File: config.mk
export PLATFORM = sky130hd
export DESIGN_NAME = temporal_direct_scale_factor
export DESIGN_NICKNAME = d
export VERILOG_FILES = /design/src/design/tdsf_pkg.sv /design/src/design/tdsf_front.sv /design/src/design/tdsf_queue.sv /design/src/design/tdsf_back.sv /design/src/design/temporal_direct_scale_factor.sv
export VERILOG_INCLUDE_DIRS = /design/src /design/src/design
export SDC_FILE = /design/constraint.sdc
export NUM_CORES = 1
export LEC_CHECK = 0
export BUFFER_PORTS_ARGS = -buffer_cell sky130_fd_sc_hd__buf_2
export CAP_MARGIN = 20
export CORE_MARGIN = 3
export CORE_UTILIZATION = 45
export CTS_BUF_LIST = sky130_fd_sc_hd__clkbuf_8
export DETAILED_ROUTE_END_ITERATION = 10
export GPL_TIMING_DRIVEN = 0
export PLACE_DENSITY = 0.72
export SETUP_SLACK_MARGIN = 0.2
export SLEW_MARGIN = 20
export SYNTH_ARGS = -nofsm -noshare
export SYNTH_HDL_FRONTEND = slang
export SYNTH_SLANG_ARGS = --single-unit
File: constraint.sdc
create_clock -name clk -period 16.63 [get_ports clk]
set_input_delay 2.4945 -clock clk [delete_from_list [all_inputs] [get_ports clk]]
set_output_delay 2.4945 -clock clk [all_outputs]
set_load 0.02 [all_outputs]
File: src/design/temporal_direct_scale_factor_defines.svh
// Assertion macros for the temporal direct scale factor block.
// Used by the top level only; expects clk and arst_n in scope.
`ifndef TEMPORAL_DIRECT_SCALE_FACTOR_DEFINES_SVH
`define TEMPORAL_DIRECT_SCALE_FACTOR_DEFINES_SVH

// Consequent must hold in the same cycle as the antecedent.
`define TDSF_ASSERT_SAME(label, ante, cons, msg) \
	label: assert property (@(posedge clk) disable iff (!arst_n) (ante) |-> (cons)) \
		else $error(msg);

// Consequent must hold in the cycle after the antecedent.
`define TDSF_ASSERT_NEXT(label, ante, cons, msg) \
	label: assert property (@(posedge clk) disable iff (!arst_n) (ante) |=> (cons)) \
		else $error(msg);

`endif

File: src/design/tdsf_pkg.sv
// Shared types and constants for the temporal direct scale factor block.
// No dependencies; imported by every module of the block.
package tdsf_pkg;

	localparam int POC_W  = 32;
	localparam int PAIR_W = 2;
	localparam int IDX_W  = 5;
	localparam int SF_W   = 15;
	localparam int DIST_W = 8;

	localparam int TDSF_LIST_ENTRIES = 32;
	localparam int TDSF_QUEUE_DEPTH  = 4;

	localparam int DIST_MIN = -128;
	localparam int DIST_MAX = 127;

	localparam int TX_BASE    = 16384;
	localparam int SF_MIN     = -1024;
	localparam int SF_MAX     = 1023;
	localparam int SF_NO_DIST = 9999;
	localparam int SF_ROUND   = 32;
	localparam int SF_SHIFT   = 6;

	typedef struct packed {
		logic signed [DIST_W-1:0] tb;
		logic signed [DIST_W-1:0] td;
		logic [PAIR_W-1:0]        pair;
		logic [IDX_W-1:0]         idx;
	} dist_entry_t;

	typedef struct packed {
		logic        valid;
		dist_entry_t entry;
	} front_push_t;

	typedef struct packed {
		logic full;
		logic empty;
	} queue_stat_t;

endpackage

File: src/design/tdsf_front.sv
// Front end: holds the spatial direct register, filters requests and forms
// the clipped distances tb and td. Depends on tdsf_pkg.
module tdsf_front import tdsf_pkg::*; (
	input  logic                     clk,
	input  logic                     arst_n,
	input  logic                     cfg_valid,
	output logic                     cfg_ready,
	input  logic                     spatial_direct,
	input  logic                     item_valid,
	output logic                     item_stall,
	input  logic signed [POC_W-1:0]  cur_poc,
	input  logic signed [POC_W-1:0]  ref0_poc,
	input  logic signed [POC_W-1:0]  ref1_poc,
	input  logic [PAIR_W-1:0]        list_pair,
	input  logic [IDX_W-1:0]         entry_index,
	input  queue_stat_t              q_stat,
	output front_push_t              push,
	output logic                     spatial_q
);

	localparam logic [IDX_W:0] LIST_LIMIT = (IDX_W+1)'(TDSF_LIST_ENTRIES);
	localparam logic signed [POC_W:0] CLIP_LO = (POC_W+1)'(DIST_MIN);
	localparam logic signed [POC_W:0] CLIP_HI = (POC_W+1)'(DIST_MAX);

	function automatic logic signed [DIST_W-1:0] clip_dist(input logic signed [POC_W:0] v);
		logic signed [DIST_W-1:0] r;
		if (v < CLIP_LO) begin
			r = DIST_W'(DIST_MIN);
		end else if (v > CLIP_HI) begin
			r = DIST_W'(DIST_MAX);
		end else begin
			r = v[DIST_W-1:0];
		end
		return r;
	endfunction

	logic signed [POC_W:0] tb_full;
	logic signed [POC_W:0] td_full;
	logic                  keep;
	logic                  advance;
	logic                  valid_s1;
	dist_entry_t           entry_s1;

	// Differences are taken one bit wider so they cannot wrap.
	assign tb_full = (POC_W+1)'(cur_poc) - (POC_W+1)'(ref0_poc);
	assign td_full = (POC_W+1)'(ref1_poc) - (POC_W+1)'(ref0_poc);

	assign keep = !spatial_q && ({1'b0, entry_index} < LIST_LIMIT);

	assign advance    = !valid_s1 || !q_stat.full;
	assign item_stall = !advance;
	assign cfg_ready  = 1'b1;

	always_ff @(posedge clk or negedge arst_n) begin
		if (!arst_n) begin
			spatial_q <= 1'b0;
		end else if (cfg_valid) begin
			spatial_q <= spatial_direct;
		end
	end

	always_ff @(posedge clk or negedge arst_n) begin
		if (!arst_n) begin
			valid_s1 <= 1'b0;
		end else if (advance) begin
			valid_s1 <= item_valid && keep;
		end
	end

	always_ff @(posedge clk) begin
		if (advance && item_valid) begin
			entry_s1.tb   <= clip_dist(tb_full);
			entry_s1.td   <= clip_dist(td_full);
			entry_s1.pair <= list_pair;
			entry_s1.idx  <= entry_index;
		end
	end

	assign push.valid = valid_s1;
	assign push.entry = entry_s1;

endmodule

File: src/design/tdsf_queue.sv
// Short queue between the front end and the scaling pipeline.
// Depends on tdsf_pkg for the entry and status types.
module tdsf_queue import tdsf_pkg::*; #(
	parameter int DEPTH = TDSF_QUEUE_DEPTH
) (
	input  logic        clk,
	input  logic        arst_n,
	input  front_push_t push,
	input  logic        pop,
	output dist_entry_t head,
	output queue_stat_t q_stat
);

	localparam int PTR_W = (DEPTH > 1) ? $clog2(DEPTH) : 1;
	localparam int CNT_W = $clog2(DEPTH + 1);
	localparam logic [PTR_W-1:0] LAST = PTR_W'(DEPTH - 1);
	localparam logic [CNT_W-1:0] FULL_COUNT = CNT_W'(DEPTH);

	dist_entry_t      slot_q [DEPTH];
	logic [PTR_W-1:0] wr_ptr_q;
	logic [PTR_W-1:0] rd_ptr_q;
	logic [CNT_W-1:0] count_q;
	logic             do_push;
	logic             do_pop;

	assign q_stat.full  = (count_q == FULL_COUNT);
	assign q_stat.empty = (count_q == '0);
	assign do_push = push.valid && !q_stat.full;
	assign do_pop  = pop && !q_stat.empty;
	assign head    = slot_q[rd_ptr_q];

	always_ff @(posedge clk) begin
		if (do_push) begin
			slot_q[wr_ptr_q] <= push.entry;
		end
	end

	always_ff @(posedge clk or negedge arst_n) begin
		if (!arst_n) begin
			wr_ptr_q <= '0;
			rd_ptr_q <= '0;
			count_q  <= '0;
		end else begin
			if (do_push) begin
				wr_ptr_q <= (wr_ptr_q == LAST) ? '0 : wr_ptr_q + 1'b1;
			end
			if (do_pop) begin
				rd_ptr_q <= (rd_ptr_q == LAST) ? '0 : rd_ptr_q + 1'b1;
			end
			if (do_push && !do_pop) begin
				count_q <= count_q + 1'b1;
			end else if (do_pop && !do_push) begin
				count_q <= count_q - 1'b1;
			end
		end
	end

endmodule

File: src/design/tdsf_back.sv
// Scaling pipeline: divides 16384 + |td/2| by td over three stages, multiplies
// by tb, rounds, clips and holds the result. Depends on tdsf_pkg.
module tdsf_back import tdsf_pkg::*; (
	input  logic                    clk,
	input  logic                    arst_n,
	input  dist_entry_t             head,
	input  queue_stat_t             q_stat,
	output logic                    pop,
	output logic                    result_valid,
	input  logic                    result_stall,
	output logic signed [SF_W-1:0]  scale_factor,
	output logic [PAIR_W-1:0]       out_list_pair,
	output logic [IDX_W-1:0]        out_entry_index
);

	localparam int Q_W      = 15;
	localparam int STEPS    = 5;
	localparam int PROD_W   = 24;
	localparam logic [Q_W-1:0] NUM_BASE = Q_W'(TX_BASE);
	localparam logic signed [PROD_W-1:0] ROUND_C = PROD_W'(SF_ROUND);
	localparam logic signed [PROD_W-1:0] SF_LO = PROD_W'(SF_MIN);
	localparam logic signed [PROD_W-1:0] SF_HI = PROD_W'(SF_MAX);

	typedef struct packed {
		logic [DIST_W-1:0] rem;
		logic [Q_W-1:0]    work;
	} div_state_t;

	typedef struct packed {
		logic [DIST_W-1:0]        divisor;
		logic                     neg;
		logic                     zero;
		logic signed [DIST_W-1:0] tb;
		logic [PAIR_W-1:0]        pair;
		logic [IDX_W-1:0]         idx;
	} back_ctl_t;

	// Restoring division, one quotient bit per step; the dividend shifts out
	// of the top of work while quotient bits shift in at the bottom.
	function automatic div_state_t div_steps(input div_state_t s, input logic [DIST_W-1:0] d);
		div_state_t     r;
		logic [DIST_W:0] trial;
		r = s;
		for (int i = 0; i < STEPS; i++) begin
			trial = {r.rem, r.work[Q_W-1]};
			if (trial >= {1'b0, d}) begin
				trial = trial - {1'b0, d};
				r.work = {r.work[Q_W-2:0], 1'b1};
			end else begin
				r.work = {r.work[Q_W-2:0], 1'b0};
			end
			r.rem = trial[DIST_W-1:0];
		end
		return r;
	endfunction

	logic                      adv;
	logic [DIST_W-1:0]         abs_td;
	logic                      valid_s1, valid_s2, valid_s3, valid_s4, valid_s5;
	back_ctl_t                 ctl_s1, ctl_s2, ctl_s3, ctl_s4;
	div_state_t                div_s1, div_s2, div_s3, div_s4;
	logic signed [Q_W:0]       tx;
	logic signed [PROD_W-1:0]  prod_s5;
	logic                      zero_s5;
	logic [PAIR_W-1:0]         pair_s5;
	logic [IDX_W-1:0]          idx_s5;
	logic signed [PROD_W-1:0]  rounded;
	logic signed [PROD_W-1:0]  shifted;
	logic signed [SF_W-1:0]    sf_next;

	// The whole pipeline moves together whenever the output slot frees up.
	assign adv = !result_valid || !result_stall;
	assign pop = adv && !q_stat.empty;

	// For td = -128 the 8-bit negation gives 128, which is the right magnitude.
	assign abs_td = head.td[DIST_W-1] ? DIST_W'(-head.td) : DIST_W'(head.td);

	assign tx = ctl_s4.neg ? -$signed({1'b0, div_s4.work}) : $signed({1'b0, div_s4.work});

	assign rounded = prod_s5 + ROUND_C;
	assign shifted = rounded >>> SF_SHIFT;

	always_comb begin
		if (zero_s5) begin
			sf_next = SF_W'(SF_NO_DIST);
		end else if (shifted < SF_LO) begin
			sf_next = SF_W'(SF_MIN);
		end else if (shifted > SF_HI) begin
			sf_next = SF_W'(SF_MAX);
		end else begin
			sf_next = shifted[SF_W-1:0];
		end
	end

	always_ff @(posedge clk or negedge arst_n) begin
		if (!arst_n) begin
			valid_s1     <= 1'b0;
			valid_s2     <= 1'b0;
			valid_s3     <= 1'b0;
			valid_s4     <= 1'b0;
			valid_s5     <= 1'b0;
			result_valid <= 1'b0;
		end else if (adv) begin
			valid_s1     <= pop;
			valid_s2     <= valid_s1;
			valid_s3     <= valid_s2;
			valid_s4     <= valid_s3;
			valid_s5     <= valid_s4;
			result_valid <= valid_s5;
		end
	end

	always_ff @(posedge clk) begin
		if (adv) begin
			ctl_s1.divisor <= abs_td;
			ctl_s1.neg     <= head.td[DIST_W-1];
			ctl_s1.zero    <= (head.td == '0);
			ctl_s1.tb      <= head.tb;
			ctl_s1.pair    <= head.pair;
			ctl_s1.idx     <= head.idx;
			div_s1.rem     <= '0;
			div_s1.work    <= NUM_BASE + Q_W'(abs_td >> 1);

			ctl_s2 <= ctl_s1;
			div_s2 <= div_steps(div_s1, ctl_s1.divisor);
			ctl_s3 <= ctl_s2;
			div_s3 <= div_steps(div_s2, ctl_s2.divisor);
			ctl_s4 <= ctl_s3;
			div_s4 <= div_steps(div_s3, ctl_s3.divisor);

			prod_s5 <= PROD_W'(ctl_s4.tb) * PROD_W'(tx);
			zero_s5 <= ctl_s4.zero;
			pair_s5 <= ctl_s4.pair;
			idx_s5  <= ctl_s4.idx;

			scale_factor    <= sf_next;
			out_list_pair   <= pair_s5;
			out_entry_index <= idx_s5;
		end
	end

endmodule

File: src/design/temporal_direct_scale_factor.sv
// Temporal direct distance scale factor, one request per list 0 entry.
// A request carries three order counts, the list pair and the entry index.
// The spatial_direct register is written over the cfg_valid/cfg_ready
// channel, which is always ready; while it is set, requests are taken and
// dropped without a result. Requests with an entry index at or above the
// list size are dropped as well.
// Throughput is one request per cycle while item_stall is low. With no
// stall an accepted request passes through one front stage, the queue,
// a prep stage, three divide stages of five quotient bits each and the
// multiply stage, after which the output register presents it.
// When result_stall is high while a result is waiting, the whole scaling
// pipeline holds; the queue then fills and item_stall rises once the front
// stage can no longer drain.
// Reset clears the register to 0, empties the queue and drops all requests
// in flight.
// Depends on tdsf_pkg, tdsf_front, tdsf_queue, tdsf_back and the defines header.
`include "temporal_direct_scale_factor_defines.svh"

module temporal_direct_scale_factor import tdsf_pkg::*; #(
	parameter int QUEUE_DEPTH = TDSF_QUEUE_DEPTH
) (
	input  logic                    clk,
	input  logic                    arst_n,
	input  logic                    cfg_valid,
	output logic                    cfg_ready,
	input  logic                    spatial_direct,
	input  logic                    item_valid,
	output logic                    item_stall,
	input  logic signed [POC_W-1:0] cur_poc,
	input  logic signed [POC_W-1:0] ref0_poc,
	input  logic signed [POC_W-1:0] ref1_poc,
	input  logic [PAIR_W-1:0]       list_pair,
	input  logic [IDX_W-1:0]        entry_index,
	output logic                    result_valid,
	input  logic                    result_stall,
	output logic signed [SF_W-1:0]  scale_factor,
	output logic [PAIR_W-1:0]       out_list_pair,
	output logic [IDX_W-1:0]        out_entry_index
);

	front_push_t push;
	queue_stat_t q_stat;
	dist_entry_t head;
	logic        pop;
	logic        spatial_q;

	tdsf_front u_front (
		.clk            (clk),
		.arst_n         (arst_n),
		.cfg_valid      (cfg_valid),
		.cfg_ready      (cfg_ready),
		.spatial_direct (spatial_direct),
		.item_valid     (item_valid),
		.item_stall     (item_stall),
		.cur_poc        (cur_poc),
		.ref0_poc       (ref0_poc),
		.ref1_poc       (ref1_poc),
		.list_pair      (list_pair),
		.entry_index    (entry_index),
		.q_stat         (q_stat),
		.push           (push),
		.spatial_q      (spatial_q)
	);

	tdsf_queue #(
		.DEPTH (QUEUE_DEPTH)
	) u_queue (
		.clk    (clk),
		.arst_n (arst_n),
		.push   (push),
		.pop    (pop),
		.head   (head),
		.q_stat (q_stat)
	);

	tdsf_back u_back (
		.clk             (clk),
		.arst_n          (arst_n),
		.head            (head),
		.q_stat          (q_stat),
		.pop             (pop),
		.result_valid    (result_valid),
		.result_stall    (result_stall),
		.scale_factor    (scale_factor),
		.out_list_pair   (out_list_pair),
		.out_entry_index (out_entry_index)
	);

	// The front end may only stall while the queue is full.
	`TDSF_ASSERT_SAME(a_stall_needs_full, item_stall, q_stat.full, "front stalled with queue space")
	`TDSF_ASSERT_SAME(a_full_not_empty, q_stat.full, !q_stat.empty, "queue full and empty at once")
	// A request taken in spatial direct mode must not reach the queue.
	`TDSF_ASSERT_NEXT(a_spatial_drop, item_valid && !item_stall && spatial_q, !push.valid,
		"request kept in spatial direct mode")

endmodule
==> flow_summary_export.csv, run 1 <==
group,metric,value,unit
detailed_routing,drtPass1Iterations,5,
placed_design,place_congestion,0.9363,
run,maxCapViolations,0,
worst_hold_path,worst_hold_path.num_cells,0,
worst_hold_path,hold_class,"flip-flop to flip-flop",
clock_network,clock_sinks,317,
setup_path,rr_worst_depth,52,
clock_network,htree_levels,2,
setup_path,cp_max_fo,10,
floorplanning,die_h,243.9,µm
floorplanning,die_area,59490,µm²
sta,skew,0.03477,ns
sta,max_freq,78.75,MHz
grt,grt_start_max_net_pins,57,
clock_network,post_cts_resized,0,
synth,async_flop_share,4.732,%
floorplanning,start_util,45.87,%
setup_path,crit_path_top_delay_cell,"edfxtp_1",
sta,finalSetupTns,0,ns
detailed_routing,routed_wirelength,58.25,mm
detailed_routing,drc,0,
placed_design,hpwl,46.01,mm
clock_network,ctsHoldBuffers,0,
detailed_routing,drt.antenna.violating_nets,0,
clock_network,clk_latency,0.62,ns
setup_path,crit_arrival,13.03,ns
grt,grt_first_pass_wirelength,95.85,mm
clock_network,postCtsSetupRepairBufs,0,
synth,synth_nets,2872,
outcome,status,"complete, no violations",
detailed_routing,vias,19060,
floorplanning,ios,134,
clock_network,clock_path_buffers,3,
floorplanning,die_w,243.9,µm
detailed_routing,drt-initial-drc-count,1043,
setup_path,slowest_delay,0.50,ns
setup_path,cp_common_cell,"o21ai_0",
layout,drive_gt1_share,13.05,%
synth,ys_seq_area_share,37.08,%
grt,antenna_found_initial,0,
grt,overflow,0,
synth,synth_edf_count,302,
sta,hold_viol,0,
sta,drv_slew,0,
sta,fin_crit_sh,76.36,%
setup_path,worst-setup-path-type,"flip-flop to flip-flop",
sta,slew_headroom,35.44,%
sta,hold_slack,0.4005,ns
synth,mappedNetlistArea,25470,µm²
setup_path,startpoint_type,"flip-flop",
clock_network,cts-root-buf,"clkbuf_8",
floorplanning,rows,86,
synth,netlist_instances,2428,
detailed_routing,viasPerCell,5.590,
synth,ys_ff_latch,317,
layout,nFillCells,4989,
synth,synth.distinct_cells,86,
sta,tightest_slew,0.9533,ns
grt,grt_usage,19.43,%
clock_network,cts.clk_slew.worst_paths,0.08,ns
grt,grt_pass1_vias,19550,
setup_path,crit_required,16.96,ns
clock_network,cts_buffers,52,
floorplanning,coreArea,55520,µm²
synth,syn_avg_cell_area,10.49,µm²
layout,final_nets,3061,
detailed_routing,wire_per_inst,17.09,µm
placed_design,port-buffer-count,132,
setup_path,end_kind,"flip-flop",
layout,area_delta_synth_final,10.93,%
clock_network,cts_tree,"yes",
sta,setup_viol,0,
sta,min_period,12.70,ns
synth,yosysWarnings,0,
sta,rsz0062_at_grt,"no",
synth,synth-main-ff-cell,"edfxtp_1",
[placed cells by master, fill, tap and decap left out, types with 50 or more instances in the layout]
cell type	synthesis	final
nand2b_1	54	54
a21oi_1	137	137
ha_1	223	223
fa_1	112	112
edfxtp_1	302	302
nand2_1	123	122
xnor2_1	100	100
nor2b_1	83	82
mux2_2	59	59
o21ai_0	101	101
nand3_1	50	50
clkbuf_8	0	53
nor2_1	125	125
inv_1	264	281
buf_2	6	138
xor2_1	54	54
and2_1	57	53
[final timing paths]
check	from	end	slack [ns]
max in group asynchronous	arst_n	u_queue.rd_ptr_q[0]$_DFFE_PN0P_	14.55
max reg2reg	u_back.ctl_s2[18]$_DFFE_PN_	u_back.div_s3[22]$_DFFE_PN_	3.93
max	u_back.ctl_s2[18]$_DFFE_PN_	u_back.div_s3[22]$_DFFE_PN_	3.93
min in group asynchronous	arst_n	u_back.valid_s1$_DFFE_PN0N_	1.79
min reg2reg	u_back.ctl_s3[8]$_DFFE_PN_	u_back.ctl_s4[8]$_DFFE_PN_	0.40
min	u_back.ctl_s3[8]$_DFFE_PN_	u_back.ctl_s4[8]$_DFFE_PN_	0.40
[metal layers]
layer | routed length [µm] | GRT usage [%] | share of wire, % | up-vias
met1 | 25070 | 24.74 | 43 | 9191
met5 | 0 | 0 | 0 | -
met3 | 2870 | 2.487 | 4.9 | 122
met2 | 28200 | 33.76 | 48 | 593
li1 | - | - | - | 9149
met4 | 2109 | 7.407 | 3.6 | 0
[final cells by class]
type                    count  area, µm²  area share [%]
diodes                      1      2.502        0.008858
plain buffers              52      210.2          0.7441
clock buffers              53      729.5           2.582
clock inverters            44      359.1           1.271
inverters                 266      998.5           3.534
multi-input cells        1793      14840           52.51
flip-flops and latches    317       9444           33.43
well taps                 748      935.9           3.313
repair buffers            135      735.7           2.604
[Yosys cell counts, types with 33 or more instances]
cell,n,area share (%)
a21o_1,48,1.4
xnor2_1,100,3.4
nand2b_1,54,1.3
edfxtp_1,302,36
nor2b_1,83,2.0
clkbuf_1,42,0.62
fa_1,112,8.8
nor2_1,125,1.8
nand2_1,123,1.8
a21oi_1,137,2.7
ha_1,223,11
inv_1,264,3.9
xor2_1,54,1.9
nor3_1,47,0.92
o21ai_0,101,2.0
and2_1,57,1.4
mux2_2,59,2.6
nand3_1,50,0.98
o21a_1,33,0.97
[worst max-delay path, delay by kind of cell (launching register included)]
family                   cells  cell delay [ns]
flip-flops                   1             0.50
AO/OA/AOI/OAI               25             5.59
multiplexers                 5             1.64
AND/OR/NAND/NOR             11             2.04
adder cells (fa/ha/maj)      5             1.61
buffers and inverters        6             1.05
[cells by family (layout without fill, tap and decap cells)]
| kind of cell | Yosys count | count (layout) | synth area share (%) |
|---|---|---|---|
| compound gates | 521 | 521 | 13.61 |
| xor+xnor | 154 | 154 | 5.296 |
| fa+ha+maj | 335 | 335 | 19.76 |
| buf+inv | 318 | 550 | 4.746 |
| flops | 317 | 317 | 37.08 |
| mux | 96 | 96 | 5.242 |
| other cells | 1 | 2 | 0.01472 |
| simple gates | 686 | 686 | 14.25 |
[through the flow]
step	setup WS (ns)	instance area (µm²)	cells	util (%)
after floorplan	6.285	25470	2428	-
after global placement	4.635	27060	3308	48.74
after detailed placement	4.093	27160	3311	48.92
after CTS	4.052	28250	3408	50.88
after global routing	3.061	28250	3408	50.88
final	3.932	28250	3409	50.88
[state kept, by name, indices dropped and copies added (netlist names), 3 cells and up]
name and cells:
u_back.ctl_s1 24, u_back.ctl_s2 25, u_back.ctl_s3 21, u_back.ctl_s4 17
u_back.div_s2 13, u_back.div_s3 22, u_back.div_s4 15, u_back.idx_s5 5
u_back.out_entry_index 5, u_back.prod_s5 19, u_back.scale_factor 15, u_front.push 23
u_queue.count_q 3, u_queue.slot_q 92
Power of run 1 is left out: the tool's default activity adds up to more than one toggle a clock period on the data nets, which glitch-free logic cannot reach.
==> inputs of run 2 (changes only) <==
clock period = 12.1 ns   (was 16.63 ns; I/O delays follow)
==> flow_summary_export.csv, run 2 (synthesis gave the netlist of run 1 again) <==
group,metric,value,unit
grt,grt_pass1_vias,19570,
sta,slew_headroom,32.82,%
floorplanning,rows,86,
placed_design,place_area,27160,µm²
sta,min_period,11.31,ns
detailed_routing,drt-initial-drc-count,1081,
clock_network,cts-root-buf,"clkbuf_8",
grt,overflow,0,
clock_network,cts_buffers,52,
detailed_routing,drc,0,
clock_network,htree_levels,2,
grt,grt_usage,19.44,%
floorplanning,start_util,45.87,%
placed_design,port-buffer-count,132,
setup_path,end_kind,"flip-flop",
sta,tightest_slew,0.9920,ns
layout,final_common_cell,"edfxtp_1",
worst_hold_path,hold_class,"flip-flop to flip-flop",
setup_path,cp_max_fo,10,
layout,area_delta_synth_final,11.49,%
sta,drv_slew,0,
setup_path,crit_required,12.43,ns
clock_network,cts_tree,"yes",
setup_path,worst-setup-path-type,"flip-flop to flip-flop",
sta,skew,0.03170,ns
detailed_routing,routed_wirelength,58.35,mm
outcome,status,"complete, no violations",
setup_path,crit_path_top_delay_cell,"a211oi_1",
placed_design,place_congestion,0.9363,
floorplanning,ios,134,
sta,rsz0062_at_grt,"yes",
detailed_routing,vias,19100,
clock_network,clock_path_buffers,3,
layout,largest_reg_flops,92,
detailed_routing,viasPerCell,5.594,
sta,max_freq,88.45,MHz
layout,layout_common_cells,"edfxtp_1 (302), inv_1 (278), ha_1 (223), buf_2 (137), a21oi_1 (134)",
clock_network,cts.clk_slew.worst_paths,0.08,ns
sta,hold_viol,0,
layout,top_register,"u_queue.slot_q",
grt,grt_first_pass_wirelength,95.88,mm
grt,antenna_found_initial,0,
detailed_routing,drtPass1Iterations,5,
floorplanning,coreArea,55520,µm²
detailed_routing,drt.antenna.violating_nets,0,
layout,reg.largest.list,"u_queue.slot_q: 92 flops, u_back.ctl_s2: 25 flops, u_back.ctl_s1: 24 flops",
sta,fin_crit_sh,93.44,%
run,maxCapViolations,0,
setup_path,slowest_delay,0.49,ns
layout,finish.utilization,51.14,%
setup_path,crit_arrival,11.64,ns
layout,final_nets,3066,
floorplanning,die_area,59490,µm²
detailed_routing,wire_per_inst,17.09,µm
sta,setup_viol,0,
layout,final_area,28390,µm²
setup_path,startpoint_type,"flip-flop",
clock_network,clock_sinks,317,
grt,grt_start_max_net_pins,57,
layout,drive_gt1_share,13.88,%
clock_network,clk_latency,0.62,ns
floorplanning,die_h,243.9,µm
floorplanning,die_w,243.9,µm
placed_design,hpwl,46.01,mm
[run 2: cell types whose count changed in the layout (fill, tap and decap cells not counted), moves of 3 or more]
cell / delta
a21oi_1: -3
buf_4: +5
inv_1: -3
nor2_1: -3
o21ai_1: +3
o21ai_0: -4
a21oi_2: +3
[run 2: layout make-up]
cell class              instances  area, µm²
flip-flops and latches        317       9444
clock buffers                  53      729.5
fillers                      4967      27130
plain buffers                  52      212.7
clock inverters                44      359.1
diodes                          1      2.502
multi-input cells            1793      14940
well taps                     748      935.9
repair buffers                140      773.2
inverters                     266       1001
[run 2: worst paths after layout]
check | start | endpoint | slack, ns | cells after the start
max | u_back.ctl_s2[18]$_DFFE_PN_ | u_back.div_s3[22]$_DFFE_PN_ | 0.79 | 50
min | u_back.ctl_s3[8]$_DFFE_PN_ | u_back.ctl_s4[8]$_DFFE_PN_ | 0.40 | 0
max reg2reg | u_back.ctl_s2[18]$_DFFE_PN_ | u_back.div_s3[22]$_DFFE_PN_ | 0.79 | 50
min reg2reg | u_back.ctl_s3[8]$_DFFE_PN_ | u_back.ctl_s4[8]$_DFFE_PN_ | 0.40 | 0
max in group asynchronous | arst_n | u_queue.rd_ptr_q[0]$_DFFE_PN0P_ | 10.70 | 1
min in group asynchronous | arst_n | u_back.valid_s1$_DFFE_PN0N_ | 1.11 | 1
[run 2: timing repair]
action / in CTS / in global routing
pin swaps: 0 / 1
gates resized for setup: 7 / 24
hold buffers: 0 / 0
buffers inserted: 0 / 5
setup endpoints to repair: 9 / 16
[run 2: layer usage]
layer	global-route usage (%)	part of all wire, %
met1	24.70	43
met2	33.68	49
met3	2.553	5.0
met4	7.617	3.6
met5	0	0
[run 2: stage by stage]
stage / instances / TNS (ns) / worst slack, ns / hold WS (ns)
floorplan: 2428 / 0 / 1.755 / 0.4003
global placement: 3308 / 0 / 0.1050 / 0.4011
detailed placement: 3311 / -3.469 / -0.4375 / 0.4045
CTS: 3408 / 0 / 0.2577 / 0.3970
global route: 3413 / -0.01043 / -0.01043 / 0.4184
finish: 3414 / 0 / 0.7943 / 0.3952
[run 2: worst max-delay path: cells and delay by family, from the launching register on]
family	cells	cell delay, ns
simple gates	8	1.22
buf+inv	5	0.75
compound gates	27	5.63
mux	5	1.41
flops	1	0.44
fa+ha+maj	5	1.57
Power of run 2 is left out for the same reason.
